### src/rtl/core/sd7s_pkg.sv
// Types, constants and glyph table shared by the seven-segment encoder files.
package sd7s_pkg;

  localparam int unsigned ValueW = 16;
  localparam int unsigned CodeW  = 7;
  localparam int unsigned IdxW   = 5;
  localparam int unsigned SegW   = 8;
  localparam int unsigned MagW   = 14;
  localparam int unsigned InDataW  = 48;
  localparam int unsigned OutDataW = 32;

  localparam logic signed [ValueW-1:0] VALUE_MAX = 16'sd9999;
  localparam logic signed [ValueW-1:0] VALUE_MIN = -16'sd999;

  localparam logic [CodeW-1:0] CODE_UNLIT  = 7'h7f;
  localparam logic [CodeW-1:0] GLYPH_COUNT = 7'd27;
  localparam logic [IdxW-1:0]  GLYPH_MINUS = 5'd16;
  localparam logic [IdxW-1:0]  GLYPH_SPACE = 5'd17;

  localparam logic OP_INTEGER = 1'b0;
  localparam logic OP_RAW     = 1'b1;

  localparam logic DISP_COLON = 1'b0;
  localparam logic DISP_POINT = 1'b1;

  localparam logic [1:0] POINT_NONE = 2'd3;

  localparam logic CFG_DISPLAY_TYPE = 1'b0;
  localparam logic CFG_COLON_ON     = 1'b1;

  typedef struct packed {
    logic                     operation;
    logic signed [ValueW-1:0] value;
    logic                     blank_leading;
    logic [1:0]               point_position;
    logic [3:0][CodeW-1:0]    code;
  } item_t;

  typedef struct packed {
    logic [3:0][SegW-1:0] seg;
    logic                 rejected;
  } result_t;

  typedef struct packed {
    logic display_type;
    logic colon_on;
  } cfg_t;

  function automatic logic [SegW-2:0] glyph(input logic [IdxW-1:0] idx);
    logic [SegW-2:0] g;
    unique case (idx)
      5'd0:  g = 7'h3f;
      5'd1:  g = 7'h06;
      5'd2:  g = 7'h5b;
      5'd3:  g = 7'h4f;
      5'd4:  g = 7'h66;
      5'd5:  g = 7'h6d;
      5'd6:  g = 7'h7d;
      5'd7:  g = 7'h07;
      5'd8:  g = 7'h7f;
      5'd9:  g = 7'h6f;
      5'd10: g = 7'h77;
      5'd11: g = 7'h7c;
      5'd12: g = 7'h39;
      5'd13: g = 7'h5e;
      5'd14: g = 7'h79;
      5'd15: g = 7'h71;
      5'd16: g = 7'h40;
      5'd17: g = 7'h00;
      5'd18: g = 7'h63;
      5'd19: g = 7'h50;
      5'd20: g = 7'h74;
      5'd21: g = 7'h54;
      5'd22: g = 7'h78;
      5'd23: g = 7'h6a;
      5'd24: g = 7'h1d;
      5'd25: g = 7'h5c;
      5'd26: g = 7'h73;
      default: g = 7'h00;
    endcase
    return g;
  endfunction

endpackage

### src/rtl/core/sd7s_encode.sv
// Combinational encoder: one request plus configuration to four segment bytes.
module sd7s_encode
  import sd7s_pkg::*;
(
  input  item_t   item,
  input  cfg_t    cfg,
  output result_t res
);

  logic                     out_of_range;
  logic                     neg;
  logic signed [ValueW-1:0] neg_value;
  logic [MagW-1:0]          mag;
  logic [30:0]              p10;
  logic [26:0]              p100;
  logic [26:0]              p1000;
  logic [9:0]               q10;
  logic [6:0]               q100;
  logic [3:0]               q1000;
  logic [MagW-1:0]          r3;
  logic [9:0]               r2;
  logic [6:0]               r1;
  logic [3:0]               d0, d1, d2, d3;
  logic [3:0][IdxW-1:0]     idx;
  logic [3:0]               unlit;
  logic                     bad;
  logic                     colon_bit;
  logic [3:0][SegW-1:0]     seg;

  assign out_of_range = (item.value > VALUE_MAX) || (item.value < VALUE_MIN);
  assign neg          = item.value[ValueW-1];
  assign neg_value    = -item.value;
  assign mag          = neg ? neg_value[MagW-1:0] : item.value[MagW-1:0];

  // divide by 10, 100 and 1000 through reciprocal multiplication
  assign p10   = 31'(mag) * 31'd52429;
  assign p100  = 27'(mag) * 27'd5243;
  assign p1000 = 27'(mag) * 27'd8389;
  assign q10   = p10[28:19];
  assign q100  = p100[25:19];
  assign q1000 = p1000[26:23];

  assign r3 = mag - 14'({q10, 3'b000} + {q10, 1'b0});
  assign r2 = q10 - 10'({q100, 3'b000} + {q100, 1'b0});
  assign r1 = q100 - 7'({q1000, 3'b000} + {q1000, 1'b0});
  assign d0 = q1000;
  assign d1 = r1[3:0];
  assign d2 = r2[3:0];
  assign d3 = r3[3:0];

  assign colon_bit = (cfg.display_type == DISP_COLON) && cfg.colon_on;

  always_comb begin
    idx   = '0;
    unlit = '0;
    bad   = 1'b0;
    if (item.operation == OP_INTEGER) begin
      bad = out_of_range;
      if (neg) begin
        idx[0] = GLYPH_MINUS;
        idx[1] = IdxW'(d1);
        idx[2] = IdxW'(d2);
        idx[3] = IdxW'(d3);
        if (item.blank_leading && d1 == 4'd0) begin
          idx[1] = GLYPH_SPACE;
          if (d2 == 4'd0) begin
            idx[2] = GLYPH_SPACE;
          end
        end
      end else begin
        idx[0] = IdxW'(d0);
        idx[1] = IdxW'(d1);
        idx[2] = IdxW'(d2);
        idx[3] = IdxW'(d3);
        if (item.blank_leading && d0 == 4'd0) begin
          idx[0] = GLYPH_SPACE;
          if (d1 == 4'd0) begin
            idx[1] = GLYPH_SPACE;
            if (d2 == 4'd0) begin
              idx[2] = GLYPH_SPACE;
            end
          end
        end
      end
    end else begin
      for (int k = 0; k < 4; k++) begin
        unlit[k] = (item.code[k] == CODE_UNLIT);
        idx[k]   = item.code[k][IdxW-1:0];
        if (!unlit[k] && item.code[k] >= GLYPH_COUNT) begin
          bad = 1'b1;
        end
      end
    end
  end

  always_comb begin
    for (int k = 0; k < 4; k++) begin
      seg[k] = unlit[k] ? '0 : {colon_bit, glyph(idx[k])};
    end
    if (cfg.display_type == DISP_POINT && item.point_position != POINT_NONE) begin
      seg[item.point_position][SegW-1] = 1'b1;
    end
    if (bad) begin
      seg = '0;
    end
  end

  assign res.seg      = seg;
  assign res.rejected = bad;

endmodule

### src/rtl/core/signed_decimal_to_seven_segment.sv
// Top level: four-digit seven-segment encoder with request and result streams.
//
//   channel | dir | handshake          | payload
//   --------+-----+--------------------+---------------------------------------
//   in_     | in  | in_tvalid/tready   | tuser operation, tdata value..code_3
//   out_    | out | out_tvalid/tready  | tuser rejected, tdata seg_0..seg_3
//   cfg_    | in  | cfg_wr_en          | cfg_addr index, cfg_wdata value
//
// One request per cycle while results are taken; stages: request register, result register.
// Both stages advance whenever the result register is empty or being taken.
// rst_n (synchronous) clears both valid flags and the configuration registers.
// A stalled result holds the result and request registers; no request is lost.
module signed_decimal_to_seven_segment
  import sd7s_pkg::*;
(
  input  logic                clk,
  input  logic                rst_n,
  input  logic                in_tvalid,
  output logic                in_tready,
  // [15:0] value, [16] blank_leading, [18:17] point_position,
  // [25:19] code_0, [32:26] code_1, [39:33] code_2, [46:40] code_3, [47] zero
  input  logic [InDataW-1:0]  in_tdata,
  // [0] operation
  input  logic                in_tuser,
  output logic                out_tvalid,
  input  logic                out_tready,
  // [7:0] seg_0, [15:8] seg_1, [23:16] seg_2, [31:24] seg_3
  output logic [OutDataW-1:0] out_tdata,
  // [0] rejected
  output logic                out_tuser,
  input  logic                cfg_wr_en,
  input  logic                cfg_addr,
  input  logic                cfg_wdata
);

  cfg_t    cfg_r;
  logic    in_v_r;
  item_t   item_r;
  item_t   item_nxt;
  logic    out_v_r;
  result_t res_r;
  result_t res_nxt;
  logic    advance;

  assign advance   = !out_v_r || out_tready;
  assign in_tready = !in_v_r || advance;

  always_comb begin
    item_nxt.operation      = in_tuser;
    item_nxt.value          = in_tdata[15:0];
    item_nxt.blank_leading  = in_tdata[16];
    item_nxt.point_position = in_tdata[18:17];
    item_nxt.code[0]        = in_tdata[25:19];
    item_nxt.code[1]        = in_tdata[32:26];
    item_nxt.code[2]        = in_tdata[39:33];
    item_nxt.code[3]        = in_tdata[46:40];
  end

  always_ff @(posedge clk) begin
    if (!rst_n) begin
      cfg_r <= '0;
    end else if (cfg_wr_en) begin
      unique case (cfg_addr)
        CFG_DISPLAY_TYPE: cfg_r.display_type <= cfg_wdata;
        CFG_COLON_ON:     cfg_r.colon_on     <= cfg_wdata;
        default:          cfg_r              <= cfg_r;
      endcase
    end
  end

  always_ff @(posedge clk) begin
    if (!rst_n) begin
      in_v_r  <= 1'b0;
      out_v_r <= 1'b0;
    end else begin
      if (in_tready) begin
        in_v_r <= in_tvalid;
      end
      if (advance) begin
        out_v_r <= in_v_r;
      end
    end
  end

  always_ff @(posedge clk) begin
    if (in_tready && in_tvalid) begin
      item_r <= item_nxt;
    end
    if (advance && in_v_r) begin
      res_r <= res_nxt;
    end
  end

  sd7s_encode u_encode (
    .item (item_r),
    .cfg  (cfg_r),
    .res  (res_nxt)
  );

  assign out_tvalid = out_v_r;
  assign out_tdata  = res_r.seg;
  assign out_tuser  = res_r.rejected;

endmodule

### config.mk
export PLATFORM = sky130hd
export DESIGN_NAME = signed_decimal_to_seven_segment
export DESIGN_NICKNAME = d
export VERILOG_FILES = /design/src/rtl/core/sd7s_pkg.sv /design/src/rtl/core/sd7s_encode.sv /design/src/rtl/core/signed_decimal_to_seven_segment.sv
export SDC_FILE = /design/constraint.sdc
export NUM_CORES = 1
export LEC_CHECK = 0
export BUFFER_PORTS_ARGS = -buffer_cell sky130_fd_sc_hd__buf_2
export CORE_MARGIN = 2
export CORE_UTILIZATION = 40
export CTS_BUF_LIST = sky130_fd_sc_hd__clkbuf_4 sky130_fd_sc_hd__clkbuf_8
export CTS_CLUSTER_SIZE = 16
export DETAILED_ROUTE_END_ITERATION = 6
export HOLD_SLACK_MARGIN = 0.02
export SYNTH_ARGS = -nofsm -noshare
export SYNTH_HDL_FRONTEND = slang
export SYNTH_SLANG_ARGS = --single-unit
### constraint.sdc
create_clock -name clk -period 10 [get_ports clk]
set_clock_uncertainty 0.2 [all_clocks]
set_input_delay 1 -clock clk [delete_from_list [all_inputs] [get_ports clk]]
set_output_delay 1 -clock clk [all_outputs]
set_load 0.005 [all_outputs]
==> run_results.csv, run 1 <==
group,metric,value,unit
run_status,outcome,"complete, no violations",
route,wl_met2,17.3,mm
yosys,synth_area,13500,um^2
yosys,yosys_warnings,0,
route,ant_nets,0,
global_routing,grt_pass1_vias,11173,
setup_path,crit_fanout,4,
yosys,syn-num-nets,1863,
cells_and_area,diodes,0,
route,wl_met3,1.51,mm
yosys,async_flop_share,0,%
sta,finalSetupViolations,0,
sta,fin_crit_sh,98.3,%
setup_path,cpMostUsedCell,"fa_1",
cells_and_area,fillers,3162,
yosys,yosysSeqAreaShare,18.6,%
die,start_util,40.4,%
cts,clock-root-buffer,"clkbuf_8",
route,wirelength,35.5,mm
route,drtIter0Drc,466,
route,drc_errors,0,
yosys,avgSynthCellArea,9.53,um^2
setup_path,startpoint,"item_r[36]$_DFFE_PP_",
route,wl_met1,15.5,mm
route,vias,10824,
yosys,synth_edf_count,81,
global_routing,grt-ovfl-total,0,
cts,htree_levels,3,
cts,clock_path_buffers,2,
cells_and_area,final_nets,2110,
global_routing,grt_usage,20.4,%
worst_hold_path,hp-class,"reg -> reg",
setup_path,slowest_delay,0.54,ns
sta,finalSetupTns,0,ns
global_routing,grt_max_degree,49,
sta,max-slew-margin-rel,21.5,%
placed_design,routabilityCongestion,0.938,
cts,clock-sinks,85,
run,cap_violations,0,
sta,max_freq,102,MHz
cts,cts_buffers,9,
yosys,netlist_instances,1415,
cts,cts_tree,"yes",
setup_path,worstSetupPathType,"reg -> reg",
route,route.top_layer_used,"met5",
sta,hold_viol_final,0,
die,die-area,35200,um^2
setup_path,required,10.00,ns
worst_hold_path,hold_start,"cfg_r[0]$_SDFFE_PN0P_",
setup_path,critPathArrivalTime,9.83,ns
cts,clk_pin_slew,0.10,ns
placed_design,io_buffers,89,
cells_and_area,syn2layout_area_growth,22.7,%
placed_design,dp_hpwl,29.9,mm
yosys,synth_seq_cells,85,
setup_path,crit_path_start_kind,"register",
sta,maxSlewViolCount,0,
yosys,ys_types,83,
die,io_pins,91,
route,via_per_inst,5.12,
setup_path,cp-end-kind,"register",
global_routing,grt_pass1_wl,57.3,mm
route,firstDrtPassIters,5,
sta,period_minus_slack,9.83,ns
cts,clk_latency,0.37,ns
yosys,synth_ff_type,"edfxtp_1",
setup_path,critPathSlowestCell,"fa_1",
die,core_area,33400,um^2
global_routing,antenna_found_initial,1,
die,rows,67,
die,die_height,188,um
sta,worstMarginPinSlew,1.17,ns
sta,rsz0062_at_grt,"yes",
cts,cts-hold-fix-buffers,0,
die,die_x,188,um
setup_path,r2r_start,"item_r[36]$_DFFE_PP_",
cells_and_area,drive_gt1_share,23.4,%
route,wl_per_cell,16.8,um
-- cells in the mapped netlist (14+ instances only) --
cell type | count | area [um^2]
fa_1 | 127 | 2540
a21oi_1 | 66 | 330
o31ai_1 | 14 | 105
o21ai_0 | 29 | 145
xnor2_1 | 32 | 280
a211oi_1 | 33 | 248
nand2_1 | 88 | 330
clkbuf_1 | 23 | 86.3
xor2_1 | 19 | 166
ha_1 | 265 | 3320
nor3_1 | 18 | 90.1
nor2_1 | 71 | 267
nand3_1 | 27 | 135
inv_1 | 303 | 1140
edfxtp_1 | 81 | 2430
-- cell type report --
cell class                 instances  area, um^2  area share (%)
clock buffer                       9         124           0.749
clock inverter                     7        80.1           0.484
inverter                         306        1160            6.99
multi-input combinational        998       10300            62.3
sequential                        85        2510            15.2
tap                              448         561            3.39
timing repair buffer             262        1810            10.9
-- kinds of logic (layout without fill, tap and decap cells) --
kind of cell | count (synthesis) | in the layout | synth area share [%]
buf+inv | 332 | 584 | 9.29
compound gates | 256 | 256 | 13.2
flops | 85 | 85 | 18.6
simple gates | 276 | 276 | 9.86
fa+ha+maj | 393 | 393 | 43.5
xor+xnor | 56 | 56 | 4.15
mux | 17 | 17 | 1.41
-- registers in the layout, summed over array words and instances (netlist names) --
| signal | flops |
|---|---|
| out_tuser | 1 |
| out_tdata | 32 |
| in_v_r | 1 |
| out_tvalid | 1 |
| item_r | 48 |
| cfg_r | 2 |
-- critical path: cells and delay by family, from the launching register on --
| family | cells | cell delay (ns) |
|---|---|---|
| AOI/OAI and AO/OA | 12 | 2.34 |
| and+or+nand+nor | 7 | 2.13 |
| buffers and inverters | 8 | 0.71 |
| DFF | 1 | 0.41 |
| xor gates and xnor gates | 5 | 0.91 |
| adders and majority gates | 8 | 2.97 |
-- layer usage --
metal	global-route usage [%]	up-vias
met4	7.09	2
li1	-	5319
met2	35.5	226
met5	0	-
met3	2.84	55
met1	26.1	5222
-- final timing paths --
kind                            endpoint  slack (ns)  depth (start not counted)
min reg2reg        cfg_r[0]$_SDFFE_PN0P_        0.28                          2
max reg2reg  out_tdata[14]$_SDFFCE_PP0P_        0.17                         40
max          out_tdata[14]$_SDFFCE_PP0P_        0.17                         40
min                cfg_r[0]$_SDFFE_PN0P_        0.28                          2
-- through the flow --
| step | instance area, um^2 | worst slack [ns] | utilization (%) | hold slack, ns | std cells |
|---|---|---|---|---|---|
| after global routing | 16500 | -0.174 | 49.6 | 0.334 | 2115 |
| after floorplan | 13500 | 0.0395 | - | 0.244 | 1415 |
| after CTS | 15800 | -0.000492 | 47.4 | 0.287 | 2092 |
| after global placement | 15500 | -0.247 | 46.6 | 0.254 | 2072 |
| final | 16500 | 0.167 | 49.6 | 0.279 | 2115 |
| after detailed placement | 15500 | -0.362 | 46.6 | 0.272 | 2072 |
-- cell usage in the layout, fill, tap and decap left out, types with 7 or more instances in the layout --
cell type  instances
a211oi_1          26
a21o_1             9
a21oi_1           61
a31oi_1           11
buf_2             89
buf_4            163
buf_6              7
clkbuf_8           9
edfxtp_1          81
fa_1             126
ha_1             245
ha_4              14
inv_1            295
inv_2              9
mux2i_1           10
nand2_1           86
nand2b_1          13
nand3_1           26
nand4_1            9
nor2_1            69
nor3_1            17
o211ai_1           9
o21a_1            10
o21ai_0           21
o21ai_1           11
o31ai_1            8
or2_2              7
xnor2_1           24
xor2_1            17
-- timing repair --
action                     4_1_cts  5_1_grt
pin swaps                        5       70
setup endpoints to repair       14       14
resized for setup               11      102
buffers inserted                 4       23
Power of run 1 is not shown: default switching activity piles up to over one toggle a cycle in this logic, so the estimate is an artifact.
==> run 2: changes to the inputs <==
==> constraint.sdc (replaced) <==
create_clock -name clk -period 8.66 [get_ports clk]
set_clock_uncertainty 0.2 [all_clocks]
set_input_delay 0.866 -clock clk [delete_from_list [all_inputs] [get_ports clk]]
set_output_delay 0.866 -clock clk [all_outputs]
set_load 0.005 [all_outputs]
==> run_results.csv, run 2 (synthesis results as in run 1) <==
group,metric,value,unit
setup_path,cp-end-kind,"register",
die,die_height,188,um
worst_hold_path,hp-class,"reg -> reg",
setup_path,required,8.63,ns
route,drtIter0Drc,511,
die,die-area,35200,um^2
global_routing,grt_max_degree,49,
setup_path,worstSetupPathType,"reg -> reg",
cells_and_area,syn2layout_area_growth,34.3,%
run,cap_violations,0,
die,rows,67,
die,die_x,188,um
sta,finalSetupViolations,14,
setup_path,crit_path_start_kind,"register",
setup_path,critPathTopFamily,"adder cells",
cells_and_area,fillers,3025,
setup_path,crit_fanout,6,
cells_and_area,final_cell_mix,"298 x buf_4, 286 x inv_1, 230 x ha_1, 124 x fa_1, 89 x buf_2",
placed_design,io_buffers,89,
setup_path,slowest_delay,0.59,ns
setup_path,cpMostUsedCell,"inv_2",
cts,clock-sinks,85,
die,core_area,33400,um^2
route,drc_errors,0,
cells_and_area,final_common_cell,"buf_4",
placed_design,dp_hpwl,32.6,mm
global_routing,grt_usage,22.4,%
cts,cts-hold-fix-buffers,0,
placed_design,routabilityCongestion,0.916,
cts,clock-root-buffer,"clkbuf_8",
die,start_util,40.4,%
sta,maxSlewViolCount,0,
route,ant_nets,0,
cells_and_area,multi_input_area,10700,um^2
sta,period_minus_slack,9.52,ns
route,wl_per_cell,17.2,um
placed_design,dp.cells,2210,
setup_path,critPathArrivalTime,9.49,ns
cells_and_area,final_nets,2254,
placed_design,placed_cell_area,17000,um^2
cts,htree_levels,3,
setup_path,critPathSlowestCell,"fa_2",
cts,cts_tree,"yes",
cells_and_area,regArea,2510,um^2
cts,cts_buffers,9,
sta,fin_crit_sh,110,%
sta,max-slew-margin-rel,27.1,%
cells_and_area,largest_reg_flops,48,
setup_path,cp_num_buf_inv,8,
cts,clk_pin_slew,0.10,ns
sta,worstMarginPinSlew,1.09,ns
sta,worst_slack,-0.860,ns
route,firstDrtPassIters,6,
run_status,violations,"negative setup slack",
route,vias,11452,
global_routing,grt-ovfl-total,0,
sta,rsz0062_at_grt,"yes",
global_routing,antenna_found_initial,0,
cells_and_area,layout.cells.non_filler,2260,
route,wirelength,38.9,mm
route,via_per_inst,5.07,
cts,clk_latency,0.37,ns
sta,hold_viol_final,0,
cts,clock_path_buffers,2,
cells_and_area,final_area,18100,um^2
global_routing,grt_pass1_wl,62.9,mm
cells_and_area,drive_gt1_share,33.3,%
run_status,outcome,"finished, violations left",
sta,max_freq,105,MHz
cells_and_area,regMostFlops,"item_r",
sta,finalSetupTns,-9.89,ns
die,io_pins,91,
global_routing,grt_pass1_vias,12318,
==> run 2: area by class of cell <==
| class | count | share of cell area [%] |
|---|---|---|
| inverters | 306 | 6.39 |
| clock inverters | 7 | 0.421 |
| diodes | 1 | 0.0138 |
| repair buffers | 406 | 16.4 |
| multi-input cells | 998 | 59.1 |
| well taps | 448 | 3.09 |
| flip-flops and latches | 85 | 13.9 |
| clock buffers | 9 | 0.684 |
==> run 2: timing repair <==
action | in CTS | in global routing
setup buffers | 18 | 18
pin swaps | 44 | 50
gates cloned | 1 | 1
gates resized for setup | 57 | 72
endpoints found under the setup margin | 21 | 27
==> run 2: metrics by stage <==
step / setup WS, ns / util, % / hold WS, ns
6_report: -0.860 / 54.3 / 0.273
5_1_grt: -1.23 / 54.3 / 0.333
4_1_cts: -0.759 / 52.9 / 0.276
3_5_place_dp: -1.07 / 51.0 / 0.262
3_3_place_gp: -0.859 / 51.0 / 0.257
2_1_floorplan: -0.617 / - / 0.244
==> run 2: worst min-delay path: cells and delay by family (launching register included) <==
kind | cells | cell delay (ns)
AO/OA/AOI/OAI | 1 | 0.06
flip-flops | 1 | 0.32
AND/OR/NAND/NOR | 1 | 0.05
==> run 2: per-layer routing <==
layer / wire (um) / part of all wire, % / GRT usage, % / vias up
met4: 740 / 1.9 / 4.82 / 0
met1: 17200 / 44 / 29.4 / 5563
met2: 19500 / 50 / 40.0 / 246
li1: - / - / - / 5598
met3: 1440 / 3.7 / 2.17 / 45
met5: 0 / 0 / 0 / -
==> run 2: path summary, 6_finish.rpt <==
path / from / endpoint / slack, ns / cells after the start
setup / recovery: item_r[36]$_DFFE_PP_ / out_tdata[18]$_SDFFCE_PP0P_ / -0.86 / 39
hold / removal: cfg_r[0]$_SDFFE_PN0P_ / cfg_r[0]$_SDFFE_PN0P_ / 0.27 / 2
setup reg to reg: item_r[36]$_DFFE_PP_ / out_tdata[18]$_SDFFCE_PP0P_ / -0.86 / 39
hold reg to reg: cfg_r[0]$_SDFFE_PN0P_ / cfg_r[0]$_SDFFE_PN0P_ / 0.27 / 2
Power of run 2 is left out for the same reason.
==> run 3: changes to the inputs <==
--- a/config.mk
+++ b/config.mk
@@ -6,11 +6,13 @@
 export NUM_CORES = 1
 export LEC_CHECK = 0
 export BUFFER_PORTS_ARGS = -buffer_cell sky130_fd_sc_hd__buf_2
+export CORE_ASPECT_RATIO = 2
 export CORE_MARGIN = 2
 export CORE_UTILIZATION = 40
 export CTS_BUF_LIST = sky130_fd_sc_hd__clkbuf_4 sky130_fd_sc_hd__clkbuf_8
 export CTS_CLUSTER_SIZE = 16
 export DETAILED_ROUTE_END_ITERATION = 6
+export GPL_TIMING_DRIVEN = 0
 export HOLD_SLACK_MARGIN = 0.02
 export SYNTH_ARGS = -nofsm -noshare
 export SYNTH_HDL_FRONTEND = slang
==> run_results.csv, run 3 (synthesis results as in run 1) <==
group,metric,value,unit
placed_design,routabilityCongestion,0.907,
run_status,outcome,"finished, violations left",
sta,max-slew-margin-rel,29.8,%
global_routing,grt-ovfl-total,0,
route,ant_nets,0,
global_routing,grt_usage,22.8,%
die,die_x,134,um
global_routing,grt_max_degree,32,
cells_and_area,regMostFlops,"item_r",
route,firstDrtPassIters,7,
cells_and_area,largest_reg_flops,48,
sta,finalSetupViolations,19,
die,core_area,33400,um^2
cts,clk_pin_slew,0.09,ns
die,rows,95,
run_status,violations,"negative setup slack",
global_routing,grt_pass1_wl,61.7,mm
setup_path,critPathTopFamily,"adder cells",
die,io_pins,91,
die,die_height,264,um
global_routing,busiest_layer,"met2",
route,via_per_inst,5.33,
global_routing,grt_util_met3,1.88,%
sta,fin_crit_sh,115,%
placed_design,io_buffers,89,
cts,cts_buffers,9,
sta,timing.hold.ws,0.293,ns
setup_path,worstSetupPathType,"reg -> reg",
sta,period_minus_slack,9.94,ns
worst_hold_path,hp-class,"reg -> reg",
run,cap_violations,0,
placed_design,dp_hpwl,32.1,mm
cells_and_area,syn2layout_area_growth,24.3,%
die,start_util,40.4,%
setup_path,crit_path_start_kind,"register",
cells_and_area,drive_gt1_share,24.6,%
setup_path,crit_fanout,5,
cells_and_area,final_common_cell,"inv_1",
placed_design,dp_slack,-3.65,ns
global_routing,grt_pass1_vias,12199,
cts,clock_path_buffers,2,
sta,worst_slack,-1.28,ns
setup_path,cp-end-kind,"register",
route,drc_errors,0,
cells_and_area,final_cell_mix,"285 x inv_1, 235 x ha_1, 125 x fa_1, 90 x buf_2, 89 x buf_4",
cells_and_area,final_nets,2066,
route,drtIter0Drc,326,
setup_path,required,8.59,ns
setup_path,cpMostUsedCell,"fa_1",
die,die-area,35300,um^2
global_routing,use_met2,46.4,%
sta,rsz0062_at_grt,"yes",
cts,htree_levels,3,
sta,max_freq,101,MHz
cts,clock-root-buffer,"clkbuf_8",
global_routing,antenna_found_initial,1,
route,vias,10981,
global_routing,use_met1,19.0,%
sta,hold_viol_final,0,
cts,clk_latency,0.39,ns
sta,maxSlewViolCount,0,
setup_path,critPathArrivalTime,9.87,ns
setup_path,critPathSlowestCell,"fa_1",
setup_path,slowest_delay,0.58,ns
sta,worstMarginPinSlew,1.02,ns
cts,cts_tree,"yes",
cts,clock-sinks,85,
route,wirelength,39.4,mm
setup_path,cp_num_buf_inv,6,
route,wl_per_cell,19.1,um
## run 3: changes by cell type in the layout (fill, tap and decap cells not counted), moves of 3 or more
cell      delta
ha_1         +5
buf_4      -209
inv_2        -5
buf_6        -3
xnor2_1      -5
a21oi_2      +3
inv_4        +3
o21ai_0      -3
xnor2_4      +6
clkbuf_1    +19
a21oi_1      -4
ha_4         -3
xor2_2       -3
## run 3: path summary, 6_finish.rpt
check,startpoint,to,slack (ns),cells past startpoint
min,cfg_r[0]$_SDFFE_PN0P_,cfg_r[0]$_SDFFE_PN0P_,0.29,2
max,item_r[35]$_DFFE_PP_,out_tdata[17]$_SDFFCE_PP0P_,-1.28,38
max reg2reg,item_r[35]$_DFFE_PP_,out_tdata[17]$_SDFFCE_PP0P_,-1.28,38
min reg2reg,cfg_r[0]$_SDFFE_PN0P_,cfg_r[0]$_SDFFE_PN0P_,0.29,2
## run 3: through the flow
step	util [%]	cells	setup TNS, ns	cell area, um^2
6_report	50.2	2060	-15.01	16800
5_1_grt	50.2	2060	-21.24	16800
4_1_cts	49.2	2040	-18.70	16400
3_5_place_dp	44.8	1943	-58.26	15000
3_3_place_gp	44.6	1940	-57.34	14900
2_1_floorplan	-	1415	-6.55	13900
## run 3: routing by layer
| layer | wire (um) | part of all wire [%] | vias up |
|---|---|---|---|
| met5 | 0 | 0 | - |
| met4 | 3740 | 9.5 | 0 |
| met3 | 1010 | 2.6 | 133 |
| met2 | 22700 | 58 | 277 |
| met1 | 11900 | 30 | 5333 |
| li1 | - | - | 5238 |
## run 3: tightest hold or removal path, stage by stage (launching register included)
cell	delay, ns
dfxtp_1	0.32
nand2_1	0.05
a21boi_0	0.08
## run 3: area by class of cell
cell class | count | area, um^2
sequential | 85 | 2510
antenna | 1 | 2.50
timing repair buffer | 193 | 1390
clock buffer | 11 | 145
clock inverter | 5 | 81.3
inverter | 306 | 1180
fill | 3037 | 16600
multi-input combinational | 998 | 10800
buffer | 25 | 111
tap | 436 | 546
## run 3: repair_timing
item,CTS,global route
endpoints found under the setup margin,28,28
hold buffers,0,0
gates resized for setup,107,53
buffers inserted,82,20
pin swaps,68,40
Power of run 3 is left out for the same reason.
